[src/pts_pkg.sv]
// Package for the priority thread scheduler: status codes, event kinds,
// sequencer states and register addresses. No dependencies.
`default_nettype none
package pts_pkg;
  localparam int unsigned PrioW = 5;
  localparam int unsigned IdW = 32;
  localparam logic [PrioW-1:0] BootPrioReset = 5'd16;

  typedef enum logic [2:0] {
    ST_FREE      = 3'd0,
    ST_READY     = 3'd1,
    ST_RUNNING   = 3'd2,
    ST_SLEEPING  = 3'd3,
    ST_SUSPENDED = 3'd4,
    ST_DEAD      = 3'd5
  } status_e;

  typedef enum logic [3:0] {
    K_CREATE   = 4'd0,
    K_RESUME   = 4'd1,
    K_SUSPEND  = 4'd2,
    K_SLEEP    = 4'd3,
    K_WAKE     = 4'd4,
    K_WAKE_NP  = 4'd5,
    K_EXIT     = 4'd6,
    K_RESCHED  = 4'd7,
    K_YIELD    = 4'd8
  } kind_e;

  typedef enum logic [3:0] {
    S_IDLE,
    S_BOOT,
    S_SCAN,
    S_SCAN_WB,
    S_ACT,
    S_CUR_RD,
    S_CUR_WB,
    S_PICK,
    S_PICK_WB,
    S_DONE
  } state_e;

  typedef struct packed {
    logic    used;
    status_e status;
    logic [PrioW-1:0] prio;
    logic [IdW-1:0] thread;
    logic [IdW-1:0] queue;
  } entry_t;

  localparam logic [0:0] AddrBootId = 1'b0;
  localparam logic [0:0] AddrBootPrio = 1'b1;
endpackage
`default_nettype wire

[src/pts_table.sv]
// Slot table memory: one synchronous read port with registered data, one
// write port. Depends on pts_pkg for the entry type.
`default_nettype none
module pts_table #(
  parameter int unsigned Slots = 32,
  parameter int unsigned AW = 5
) (
  input  wire logic clk_i,
  input  wire logic rst_ni,
  input  wire logic rd_en_i,
  input  wire logic [AW-1:0] rd_addr_i,
  output pts_pkg::entry_t rd_data_o,
  input  wire logic we_i,
  input  wire logic [AW-1:0] wr_addr_i,
  input  pts_pkg::entry_t wr_data_i
);
  import pts_pkg::*;

  logic [Slots-1:0] used_q;
  logic [$bits(entry_t)-2:0] mem_q [Slots];
  logic [$bits(entry_t)-2:0] rd_q;
  logic rd_used_q;

  always_ff @(posedge clk_i or negedge rst_ni) begin
    if (!rst_ni) begin
      used_q <= '0;
      rd_used_q <= 1'b0;
    end else begin
      if (we_i) used_q[wr_addr_i] <= wr_data_i.used;
      if (rd_en_i) rd_used_q <= used_q[rd_addr_i];
    end
  end

  always_ff @(posedge clk_i) begin
    if (we_i) mem_q[wr_addr_i] <= wr_data_i[$bits(entry_t)-2:0];
    if (rd_en_i) rd_q <= mem_q[rd_addr_i];
  end

  always_comb begin
    rd_data_o = {rd_used_q, rd_q};
    if (!rd_used_q) rd_data_o.status = ST_FREE;
  end
endmodule
`default_nettype wire

[src/priority_thread_scheduler.sv]
// Priority thread scheduler top level: APB registers, event sequencer and
// slot table. Depends on pts_pkg and pts_table.
// A wake scans each slot with a read and a write-back, a pick scans each slot
// once (one table port). One request at a time; busy_o drops in the result
// cycle and the receiver cannot stall. Reset: asynchronous, clears table valid
// bits, registers and sequencer.
`default_nettype none
module priority_thread_scheduler #(
  parameter int unsigned SLOTS = 32
) (
  input  wire logic clk_i,
  input  wire logic rst_ni,
  input  wire logic start_i,
  output logic busy_o,
  input  wire logic [3:0] kind_i,
  input  wire logic [31:0] thread_id_i,
  input  wire logic [31:0] queue_id_i,
  input  wire logic [4:0] new_priority_i,
  output logic done_o,
  output logic ok_o,
  output logic [4:0] running_slot_o,
  output logic [31:0] running_thread_o,
  output logic switched_o,
  output logic idle_o,
  input  wire logic psel,
  input  wire logic penable,
  input  wire logic pwrite,
  input  wire logic [2:0] paddr,
  input  wire logic [31:0] pwdata,
  output logic [31:0] prdata,
  output logic pready
);
  import pts_pkg::*;

  localparam int unsigned AW = $clog2(SLOTS);
  localparam logic [AW:0] LastSlot = (AW+1)'(SLOTS - 1);

  logic [31:0] boot_id_q;
  logic [4:0] boot_prio_q;
  state_e state_q, state_d;
  logic [3:0] kind_q;
  logic [31:0] tid_q, qid_q;
  logic [4:0] nprio_q;
  logic started_q, idle_q;
  logic [AW-1:0] cur_q;
  logic [AW:0] idx_q, idx_d;
  logic found_q, higher_q, ok_q, sw_q, pre_q;
  logic [AW-1:0] hit_q, best_q;
  logic best_v_q;
  logic [4:0] best_p_q, cur_p_q;
  entry_t cur_e_q;

  logic rd_en, we;
  logic [AW-1:0] rd_addr, wr_addr;
  entry_t rd_data, wr_data;
  logic [AW-1:0] idx_a;

  assign idx_a = idx_q[AW-1:0];
  assign pready = 1'b1;
  always_comb begin
    case (paddr[2])
      AddrBootId:   prdata = boot_id_q;
      AddrBootPrio: prdata = {27'd0, boot_prio_q};
      default:      prdata = '0;
    endcase
  end

  pts_table #(.Slots(SLOTS), .AW(AW)) u_table (
    .clk_i, .rst_ni, .rd_en_i(rd_en), .rd_addr_i(rd_addr), .rd_data_o(rd_data),
    .we_i(we), .wr_addr_i(wr_addr), .wr_data_i(wr_data)
  );

  logic accept;
  assign accept = start_i && !busy_o;
  assign busy_o = state_q != S_IDLE;

  logic runnable;
  assign runnable = rd_data.used &&
    (rd_data.status == ST_READY || rd_data.status == ST_RUNNING);
  logic last;
  assign last = idx_q == LastSlot;
  logic scan_kind;
  assign scan_kind = kind_q == K_CREATE || kind_q == K_RESUME ||
    kind_q == K_SUSPEND || kind_q == K_WAKE || kind_q == K_WAKE_NP;
  logic needs_pick;
  assign needs_pick = kind_q == K_SLEEP || kind_q == K_EXIT ||
    kind_q == K_RESCHED || kind_q == K_YIELD ||
    (kind_q == K_SUSPEND && found_q && hit_q == cur_q) || pre_q;

  logic pick_active;
  logic pick_cmp_v_q;
  logic [AW-1:0] pick_cmp_i_q;
  logic cur_run;
  logic [4:0] pick_p;
  logic pick_take;
  assign cur_run = cur_e_q.used &&
    (cur_e_q.status == ST_READY || cur_e_q.status == ST_RUNNING);
  assign pick_p = (pick_cmp_i_q == cur_q) ? cur_e_q.prio : rd_data.prio;
  assign pick_take = pick_cmp_v_q && (pick_cmp_i_q == cur_q ? cur_run : runnable) &&
    (!best_v_q || pick_p < best_p_q);

  // next state
  always_comb begin
    state_d = state_q;
    idx_d = idx_q;
    case (state_q)
      S_IDLE: if (accept) state_d = started_q ? S_CUR_RD : S_BOOT;
      S_BOOT: state_d = S_CUR_RD;
      S_CUR_RD: begin
        state_d = S_SCAN;
        idx_d = '0;
      end
      S_SCAN: state_d = S_SCAN_WB;
      S_SCAN_WB: begin
        if (last || (kind_q == K_CREATE && found_q) ||
            ((kind_q == K_RESUME || kind_q == K_SUSPEND) && found_q)) begin
          state_d = S_ACT;
        end else begin
          state_d = S_SCAN;
          idx_d = idx_q + 1'b1;
        end
        if (!scan_kind) state_d = S_ACT;
      end
      S_ACT: state_d = S_CUR_WB;
      S_CUR_WB: begin
        state_d = (needs_pick || idle_q) ? S_PICK : S_DONE;
        idx_d = '0;
      end
      S_PICK: begin
        if (last) state_d = S_PICK_WB;
        idx_d = idx_q + 1'b1;
      end
      S_PICK_WB: state_d = S_DONE;
      S_DONE: state_d = S_IDLE;
      default: state_d = S_IDLE;
    endcase
  end

  // table access
  always_comb begin
    rd_en = 1'b0;
    rd_addr = idx_a;
    we = 1'b0;
    wr_addr = cur_q;
    wr_data = cur_e_q;
    case (state_q)
      S_BOOT: begin
        we = 1'b1;
        wr_addr = '0;
        wr_data = '{used: 1'b1, status: ST_RUNNING, prio: boot_prio_q,
                    thread: boot_id_q, queue: '0};
      end
      S_CUR_RD: begin
        rd_en = 1'b1;
        rd_addr = cur_q;
      end
      S_SCAN: rd_en = 1'b1;
      S_SCAN_WB: begin
        wr_addr = idx_a;
        wr_data = rd_data;
        if ((kind_q == K_WAKE || kind_q == K_WAKE_NP) && rd_data.used &&
            rd_data.status == ST_SLEEPING && rd_data.queue == qid_q &&
            idx_a != cur_q) begin
          we = 1'b1;
          wr_data.status = ST_READY;
          wr_data.queue = '0;
        end
      end
      S_ACT: begin
        wr_addr = hit_q;
        if (kind_q == K_CREATE && found_q) begin
          we = 1'b1;
          wr_data = '{used: 1'b1, status: ST_SUSPENDED, prio: nprio_q,
                      thread: tid_q, queue: '0};
        end else if (kind_q == K_RESUME && found_q && hit_q != cur_q) begin
          rd_en = 1'b1;
          rd_addr = hit_q;
        end else if (kind_q == K_SUSPEND && found_q && hit_q != cur_q) begin
          rd_en = 1'b1;
          rd_addr = hit_q;
        end
      end
      S_CUR_WB: begin
        if (kind_q == K_RESUME && found_q && hit_q != cur_q) begin
          we = 1'b1;
          wr_addr = hit_q;
          wr_data = rd_data;
          if (rd_data.status == ST_SUSPENDED) wr_data.status = ST_READY;
        end else if (kind_q == K_SUSPEND && found_q && hit_q != cur_q) begin
          we = 1'b1;
          wr_addr = hit_q;
          wr_data = rd_data;
          wr_data.status = ST_SUSPENDED;
        end
      end
      S_PICK: begin
        if (idx_q == '0) begin
          we = 1'b1;
          wr_addr = cur_q;
          wr_data = cur_e_q;
        end else begin
          rd_en = 1'b0;
        end
        rd_en = 1'b1;
        rd_addr = idx_a;
      end
      S_PICK_WB: begin
        if (best_v_q || pick_take) begin
          rd_en = 1'b1;
          rd_addr = pick_take ? pick_cmp_i_q : best_q;
        end
      end
      S_DONE: begin
        if (best_v_q && pick_active) begin
          we = 1'b1;
          wr_addr = best_q;
          wr_data = rd_data;
          wr_data.status = ST_RUNNING;
        end
      end
      default: ;
    endcase
  end

  // datapath registers
  always_ff @(posedge clk_i or negedge rst_ni) begin
    if (!rst_ni) begin
      state_q <= S_IDLE;
      idx_q <= '0;
      boot_id_q <= '0;
      boot_prio_q <= BootPrioReset;
      started_q <= 1'b0;
      idle_q <= 1'b0;
      cur_q <= '0;
      found_q <= 1'b0;
      higher_q <= 1'b0;
      ok_q <= 1'b0;
      sw_q <= 1'b0;
      pre_q <= 1'b0;
      hit_q <= '0;
      best_q <= '0;
      best_p_q <= '0;
      best_v_q <= 1'b0;
      cur_e_q <= '0;
      cur_p_q <= '0;
      pick_active <= 1'b0;
      pick_cmp_v_q <= 1'b0;
      pick_cmp_i_q <= '0;
      done_o <= 1'b0;
    end else begin
      state_q <= state_d;
      idx_q <= idx_d;
      done_o <= 1'b0;
      if (psel && penable && pwrite) begin
        if (paddr[2] == AddrBootId) boot_id_q <= pwdata;
        else boot_prio_q <= pwdata[4:0];
      end
      case (state_q)
        S_IDLE: if (accept) begin
          found_q <= 1'b0;
          higher_q <= 1'b0;
          sw_q <= 1'b0;
          pre_q <= 1'b0;
          best_v_q <= 1'b0;
          pick_active <= 1'b0;
          pick_cmp_v_q <= 1'b0;
        end
        S_BOOT: begin
          started_q <= 1'b1;
          cur_q <= '0;
          idle_q <= 1'b0;
        end
        S_SCAN: begin
          if (idx_q == '0) begin
            cur_e_q <= rd_data;
            cur_p_q <= rd_data.prio;
          end
        end
        S_SCAN_WB: begin
          if (kind_q == K_CREATE && !found_q && idx_q != '0 && !rd_data.used) begin
            found_q <= 1'b1;
            hit_q <= idx_a;
          end
          if ((kind_q == K_RESUME || kind_q == K_SUSPEND) && !found_q &&
              rd_data.used && rd_data.thread == tid_q) begin
            found_q <= 1'b1;
            hit_q <= idx_a;
            if (rd_data.prio < cur_p_q) higher_q <= 1'b1;
          end
          if ((kind_q == K_WAKE || kind_q == K_WAKE_NP) && rd_data.used &&
              rd_data.status == ST_SLEEPING && rd_data.queue == qid_q) begin
            if (rd_data.prio < cur_p_q) higher_q <= 1'b1;
            if (idx_a == cur_q) begin
              cur_e_q.status <= ST_READY;
              cur_e_q.queue <= '0;
            end
          end
        end
        S_ACT: begin
          ok_q <= !(kind_q == K_CREATE && !found_q);
          case (kind_q)
            K_RESUME: if (found_q) begin
              if (hit_q == cur_q && cur_e_q.status == ST_SUSPENDED)
                cur_e_q.status <= ST_READY;
              if (higher_q && !idle_q) begin
                pre_q <= 1'b1;
                if ((hit_q == cur_q ? (cur_e_q.status == ST_RUNNING) :
                     (cur_e_q.status == ST_RUNNING)))
                  cur_e_q.status <= ST_READY;
              end
            end
            K_SUSPEND: if (found_q && hit_q == cur_q) cur_e_q.status <= ST_SUSPENDED;
            K_WAKE: if (higher_q && !idle_q) begin
              pre_q <= 1'b1;
              if (cur_e_q.status == ST_RUNNING) cur_e_q.status <= ST_READY;
            end
            K_SLEEP: begin
              cur_e_q.status <= ST_SLEEPING;
              cur_e_q.queue <= qid_q;
            end
            K_EXIT: cur_e_q.status <= ST_DEAD;
            K_RESCHED, K_YIELD:
              if (cur_e_q.status == ST_RUNNING) cur_e_q.status <= ST_READY;
            default: ;
          endcase
        end
        S_CUR_WB: begin
          pick_active <= needs_pick || idle_q;
          best_v_q <= 1'b0;
        end
        S_PICK: begin
          pick_cmp_v_q <= 1'b1;
          pick_cmp_i_q <= idx_a;
          if (pick_cmp_v_q) begin
            if (pick_cmp_i_q == cur_q ? cur_run : runnable) begin
              if (!best_v_q || pick_p < best_p_q) begin
                best_v_q <= 1'b1;
                best_q <= pick_cmp_i_q;
                best_p_q <= pick_p;
              end
            end
          end
        end
        S_PICK_WB: begin
          pick_cmp_v_q <= 1'b0;
          if (pick_cmp_v_q && (pick_cmp_i_q == cur_q ? cur_run : runnable) &&
              (!best_v_q || pick_p < best_p_q)) begin
            best_v_q <= 1'b1;
            best_q <= pick_cmp_i_q;
            best_p_q <= pick_p;
          end
        end
        S_DONE: begin
          done_o <= 1'b1;
          if (pick_active) begin
            idle_q <= !best_v_q;
            if (best_v_q) begin
              sw_q <= sw_q | (best_q != cur_q);
              cur_q <= best_q;
            end
          end
        end
        default: ;
      endcase
    end
  end

  // payload captures
  always_ff @(posedge clk_i) begin
    if (accept) begin
      kind_q <= kind_i;
      tid_q <= thread_id_i;
      qid_q <= queue_id_i;
      nprio_q <= new_priority_i;
    end
  end

  // result
  always_comb begin
    ok_o = ok_q;
    switched_o = sw_q;
    idle_o = idle_q;
    running_slot_o = 5'(cur_q);
    running_thread_o = cur_e_q.thread;
    if (pick_active && best_v_q) begin
      idle_o = 1'b0;
      running_slot_o = 5'(best_q);
      running_thread_o = rd_data.thread;
      switched_o = sw_q | (best_q != cur_q);
    end else if (pick_active) begin
      idle_o = 1'b1;
    end
  end

  a_done_busy: assert property (@(posedge clk_i) disable iff (!rst_ni)
    done_o |-> $past(busy_o)) else $error("result without request");
  a_no_acc: assert property (@(posedge clk_i) disable iff (!rst_ni)
    busy_o |=> !(state_q == S_BOOT && $past(state_q) != S_IDLE))
    else $error("boot outside accept");
  a_idle_sw: assert property (@(posedge clk_i) disable iff (!rst_ni)
    (done_o && idle_o) |-> !(switched_o && !$past(sw_q)))
    else $error("switch while idle");
endmodule
`default_nettype wire

[config.mk]
export PLATFORM = sky130hd
export DESIGN_NAME = priority_thread_scheduler
export DESIGN_NICKNAME = d
export VERILOG_FILES = /design/src/pts_pkg.sv /design/src/pts_table.sv /design/src/priority_thread_scheduler.sv
export SDC_FILE = /design/constraint.sdc
export NUM_CORES = 2
export LEC_CHECK = 0
export ABC_AREA = 1
export BUFFER_PORTS_ARGS = -buffer_cell sky130_fd_sc_hd__buf_2
export CORE_MARGIN = 2
export CORE_UTILIZATION = 45
export DETAILED_ROUTE_END_ITERATION = 8
export SLEW_MARGIN = 20
export SYNTH_ARGS = -nofsm -noshare
export SYNTH_HDL_FRONTEND = slang
export SYNTH_SLANG_ARGS = --single-unit
[constraint.sdc]
create_clock -name clk_i -period 16.8 [get_ports clk_i]
set_input_delay 2.52 -clock clk_i [delete_from_list [all_inputs] [get_ports clk_i]]
set_output_delay 2.52 -clock clk_i [all_outputs]
set_load 0.1 [all_outputs]
# Word-level counts from Yosys, hierarchy flattened
# Memories as Yosys holds them, arrays and structs flattened. A register that Yosys moved wholly into a read port is not among the register bits.
# Index checks and enable logic that the tools add are counted.
op_classes:
  addsub: 1
  n_lt_le_gt_ge: 5
  eq_ne: 52
  n_mux: 108
  bitwise_logic: 2
  n_reduce_logical: 91
op_table:
  columns: ["op", "n"]
  rows:
  - ["$pmux 73 s5", 1]
  - ["$mux 73", 4]
  - ["$mux 32", 5]
  - ["$mux 5", 20]
  - ["$pmux 32 s3", 1]
  - ["$mux 72", 1]
  - ["$eq 32x32->1", 2]
  - ["$pmux 32 s2", 1]
  - ["$mux 3", 14]
  - ["$pmux 4 s9", 1]
  - ["$mux 1", 33]
  - ["$bwmux 32", 1]
  - ["$eq 4x3->1 const B", 8]
  - ["$pmux 5 s2", 3]
  - ["$logic_and 1x1->1", 29]
  - ["$ne 2x2->1 const B", 13]
  - ["$pmux 5 s5", 1]
  - ["$reduce_and 2->1", 10]
  - ["$logic_or 1x1->1", 18]
  - ["$pmux 3 s6", 1]
  - ["$pmux 6 s3", 1]
  - ["$eq 4x2->1 const B", 4]
  - ["$mux 4", 4]
  - ["$eq 5x5->1", 3]
  - ["other kinds (38)", 80]
word_totals:
  reg_bits: 262
  ram_bits: 2304
  out_inout_bits: 75
  word_cells: 291
  mem_count: 1
mem_list:
  columns: ["name", "words", "width", "rd", "rd_clocked_by_memory_dff", "wr", "line_no", "source"]
  rows:
  - ["u_table.mem_q", 32, 72, 1, 1, 1, "pts_table.sv:20", "logic [$bits(entry_t)-2:0] mem_q [Slots];"]

# Depth between registers and ports, before layout
logic_depth:
  word_depth: 12
  mapped_depth: 31
  depth_no_buf: 26

# Modules after synthesis
# Synthesis repeated with hierarchy kept, for this count alone.
hier_totals:
  cells_unflattened: 9311
  area_unflattened_um2: 109219.8
by_module_without_submodules:
  columns: ["module", "instances", "cells_each", "area_per_inst_um2", "seq_area_each_um2"]
  rows:
  - ["pts_table", 1, 7416, 95034.9, 72174.2]
  - ["priority_thread_scheduler", 1, 1895, 14184.9, 6097.1]

# Worst setup path after synthesis
# No wires, ideal clock.
synth_path:
  path_kind: "reg-to-reg"
  startpoint: "reg best_v_q"
  endpoint: "mem u_table.mem_q[7][0] (netlist bit) (enable)"
  setup_ps: 686
  arrival_time_ps: 10439
  required_time_ps: 16114
  setup_slack_ps: 5675
  path_stages_with_launch: 10
  path_buffers: 1
  synth_period_minus_slack_ps: 11125
  cell_sequence: "dfrtp_1 > nand2_1 > clkbuf_1 > o21ai_0 > a21oi_1 > nand2_1 > a21oi_1 > nor2_1 > inv_1 > nor4_1"
synth_between:
  word_cells_on_any_way: 7
synth_rtl:
  columns: ["element", "line_no", "source"]
  rows:
  - ["start, declared", "priority_thread_scheduler.sv:49", "logic best_v_q;"]
  - ["start signal, assigned", "priority_thread_scheduler.sv:243", "best_v_q <= 1'b0;"]
  - ["start signal, assigned", "priority_thread_scheduler.sv:264", "best_v_q <= 1'b0;"]
  - ["start signal, assigned", "priority_thread_scheduler.sv:329", "best_v_q <= 1'b0;"]
  - ["$logic_and 1x1->1", null, null]
  - ["$mux 5", null, null]
  - ["named net running_slot_o[2]", "priority_thread_scheduler.sv:21", "output logic [4:0] running_slot_o,"]
  - ["$pmux 5 s5", "priority_thread_scheduler.sv:146", "case (state_q)"]
  - ["end, declared", "pts_table.sv:20", null]
# The timed path passes the listed nets, and every way through them passes these cells.

# Final worst setup path
layout_path:
  startpoint: "reg cur_q[1]"
  endpoint: "reg u_table.rd_q[61], read port of u_table.mem_q (data pin)"
layout_between:
  elab_chain_len: 8
  word_cells_on_any_way: 22
layout_lines:
  columns: ["element", "line_no", "source"]
  rows:
  - ["start, declared", "priority_thread_scheduler.sv:45", "logic [AW-1:0] cur_q;"]
  - ["start signal, assigned", "priority_thread_scheduler.sv:359", "cur_q <= best_q;"]
  - ["$eq 5x5->1 *", "priority_thread_scheduler.sv:98", "assign pick_p = (pick_cmp_i_q == cur_q) ? cur_e_q.prio : rd_data.prio;"]
  - ["$mux 5 *", "priority_thread_scheduler.sv:98", null]
  - ["named net pick_p[2]", "priority_thread_scheduler.sv:94", "logic [4:0] pick_p;"]
  - ["$lt 5x5->1 *", "priority_thread_scheduler.sv:100", "(!best_v_q || pick_p < best_p_q);"]
  - ["$logic_or 1x1->1 *", "priority_thread_scheduler.sv:100", null]
  - ["$logic_and 1x1->1 *", "priority_thread_scheduler.sv:99", "assign pick_take = pick_cmp_v_q && (pick_cmp_i_q == cur_q ? cur_run : runnable) &&"]
  - ["$mux 5 or $logic_or 1x1->1 (tied branches)", null, null]
  - ["$mux 5 or $mux 1 (tied branches)", "priority_thread_scheduler.sv:208", "if (best_v_q || pick_take) begin"]
  - ["$pmux 5 s3 or $pmux 1 s3 (tied branches)", "priority_thread_scheduler.sv:146", null]
  - ["end, declared", "pts_table.sv:21", "logic [$bits(entry_t)-2:0] rd_q;"]
# Mark *: on every way through the listed nets, which the timed path passes. The rest lies on a longest branch.
# A chain may end at the register's enable or synchronous reset.

==> reports/qor.yml <==
syn-cell-area_um2: 108900
worstMarginPinSlew_ns: 1.280
portBuffers: 185
finalHoldViolations: 0
routed-via-count: 73900
gr-total-overflow: 0
dp.cells: 12200
worst_setup_path_end_kind: "flip-flop"
ys_types: 51
clock_sinks: 2638
grt_pass1_vias: 69150
wirelength_um: 326400
clock_skew_ns: 0.07434
fillCellCount: 20540
critical_path_arrival_ns: 8.49
ios: 189
cts_tree: "done"
antenna_found_initial: 9
ys_seq_area_share_pct: 71.89
synth.area.top_cells: "edfxtp_1 68%, nand3_1 8.2%, nand2_1 7.3%"
min_period_over_period_pct: 45.88
syn_to_final_growth_pct: 12.27
grt_max_degree: 224
grt.total_usage_pct: 25.99
row_count: 180
total_power_uw: 27300
nets: 9431
yosys.area.top_type: "edfxtp_1"
avgRoutedWirePerCell_um: 25.70
post-route-min-period_ns: 7.707
met2_usage_pct: 40.69
post-route-util_pct: 50.82
cts-buffers-inserted: 291
yosys_warnings: 0
hpwl_um: 164400
seqCellArea_um2: 78270
max_freq_mhz: 129.7
fin_cells: 12700
root_buffer: "clkbuf_16"
die_area_um2: 245900
status: "finished, final reports clean"
clk_latency_ns: 0.95
die_y_um: 495.9
dr.pass1.iters: 7
crit_path_max_fanout: 205
startpoint_type: "flip-flop"
maxCapViolCount: 0
slew_headroom_pct: 14.66
finalSetupViolations: 0
multi_input_area_um2: 27500
clockBufferDepth: 4
yosys_most_used_dff: "edfxtp_1"
gp_congestion: 0.9299
cp.required_ns: 17.58
synth-edff-count: 2449
grt_pass1_wl_um: 471500
grt_setup_unrepaired: "no"
power_per_cell_area_nw_per_um2: 223.3
clk_pin_slew_worst_paths_ns: 0.06
postCtsSetupRepairBufs: 0
drive_gt1_share_pct: 9.188
netlist_instances: 9228
hold_class: "reg2reg"
htree_levels: 5
hold_ws_ns: 0.4606
core-area_um2: 240500
final_cell_mix: "2449 x edfxtp_1, 2119 x nand2_1, 1782 x nand3_1"
drt_iter0_markers: 8711
p_leak_uw: 0.04342
hold_buffers: 0
route.antenna.remaining_nets: 0
final_common_cell: "edfxtp_1"
top_usage_layer: "met2"
yosysTopAreaCellShare_pct: 67.54
die_x_um: 495.9
post_cts_resized: 0
start_util_pct: 45.27
report.final.slew_viol_count: 0
syn-mean-instance-area_um2: 11.80
vdd.ir_drop.worst_v: 0.0002393
fin_tns_setup_ns: 0
critical_path_class: "reg2reg"
ys_ff_latch: 2638
met3_usage_pct: 3.534
ys_async_sr_fraction_pct: 7.165
synthesis.nets: 9352
route.detailed.drc: 0
viasPerCell: 5.819
grt_use_met1_pct: 37.51
## registers in the layout, indices dropped and copies added, names as in the netlist, 5 cells and up
signal,flops
best_p_q,5
best_q,5
boot_id_q,32
boot_prio_q,5
cur_e_q,73
cur_q,5
hit_q,5
idx_q,6
nprio_q,5
pick_cmp_i_q,5
qid_q,32
tid_q,32
u_table.mem_q,2304
u_table.rd_q,72
u_table.used_q,32
## cells in the mapped netlist (3+ instances only)
library cell / n
edfxtp_1: 2449
nand2_1: 2125
nand3_1: 1783
nor2_1: 620
o21ai_0: 425
buf_2: 316
inv_1: 280
o211ai_1: 232
dfrtp_1: 188
clkbuf_1: 178
or2_0: 168
a21oi_1: 74
buf_4: 44
buf_1: 42
a221oi_1: 38
o221ai_1: 38
xnor2_1: 27
o22ai_1: 25
or2_2: 24
nor3_1: 23
nand4_1: 16
xor2_1: 14
nor4_1: 13
ha_1: 10
inv_2: 9
a211oi_1: 8
o21a_1: 7
nand2_2: 6
nand3b_1: 5
a22oi_1: 4
clkinv_1: 4
o2111ai_1: 4
and3_1: 3
nor2_2: 3
## final timing paths
kind | start | end | slack, ns | depth (start not counted)
min in group asynchronous | rst_ni | boot_id_q[26] | 1.60 | 1
max in group asynchronous | rst_ni | u_table.used_q[28] | 12.87 | 3
max reg2reg | cur_q[1] | u_table.rd_q[61] | 9.09 | 25
min reg2reg | started_q | started_q | 0.46 | 2
min | started_q | started_q | 0.46 | 2
max | cur_q[1] | u_table.rd_q[61] | 9.09 | 25
## report_power, final
part	internal (uW)	total (uW)	switching, uW
sequential	9040	9370	322
combinational	2970	11900	8920
clock	3530	6050	2510
## per-layer routing
layer | up-vias | share of wire [%]
li1 | 32990 | -
met4 | 4 | 3.5
met2 | 3573 | 46
met3 | 617 | 8.7
met5 | - | 0.0080
met1 | 36710 | 42
## cell type report
class | instances | area share (%)
sequential | 2638 | 64.03
multi-input combinational | 5715 | 22.49
clock buffer | 380 | 6.385
tap | 3185 | 3.260
timing repair buffer | 368 | 2.038
inverter | 293 | 0.9427
clock inverter | 118 | 0.8475
antenna | 2 | 0.004094
## critical path, stage by stage, from the launching register on
cell and delay [ns]:
dfrtp_1 0.56, inv_2 0.13, nand2_1 0.08, nand2_1 0.06
nor2_2 0.19, nand3_1 0.44, o21ai_0 0.43, ha_1 0.31
a21oi_1 0.15, nor2_1 0.06, a211oi_1 0.18, nand2_1 0.18
nand2_2 0.14, nand2_2 0.13, nand2_1 0.11, nand3_2 0.16
a21boi_4 0.81, buf_4 0.85, buf_12 0.69, buf_4 0.96
nand2_1 0.13, nand3_1 0.12, nand3_1 0.10, nand3_1 0.13
nand3_1 0.13, nand2_1 0.15
## per-stage QoR
step	setup slack [ns]	cell area, um2
detailed placement	9.125	113100
floorplan	5.675	108900
finish	9.093	122200
CTS	9.134	122000
global placement	9.161	113100
global route	8.561	122200
## cells by family after synthesis
group	count (synthesis)	share of synthesized area, %
other	1	0.003444
XOR/XNOR	41	0.3298
multiplexers	2	0.02068
AO/OA/AOI/OAI	867	4.908
buffers and inverters	875	3.545
flip-flops	2638	71.89
AND/OR/NAND/NOR	4794	19.19
adder cells (fa/ha/maj)	10	0.1149
Note: power is estimated with default switching activity, not from simulation.
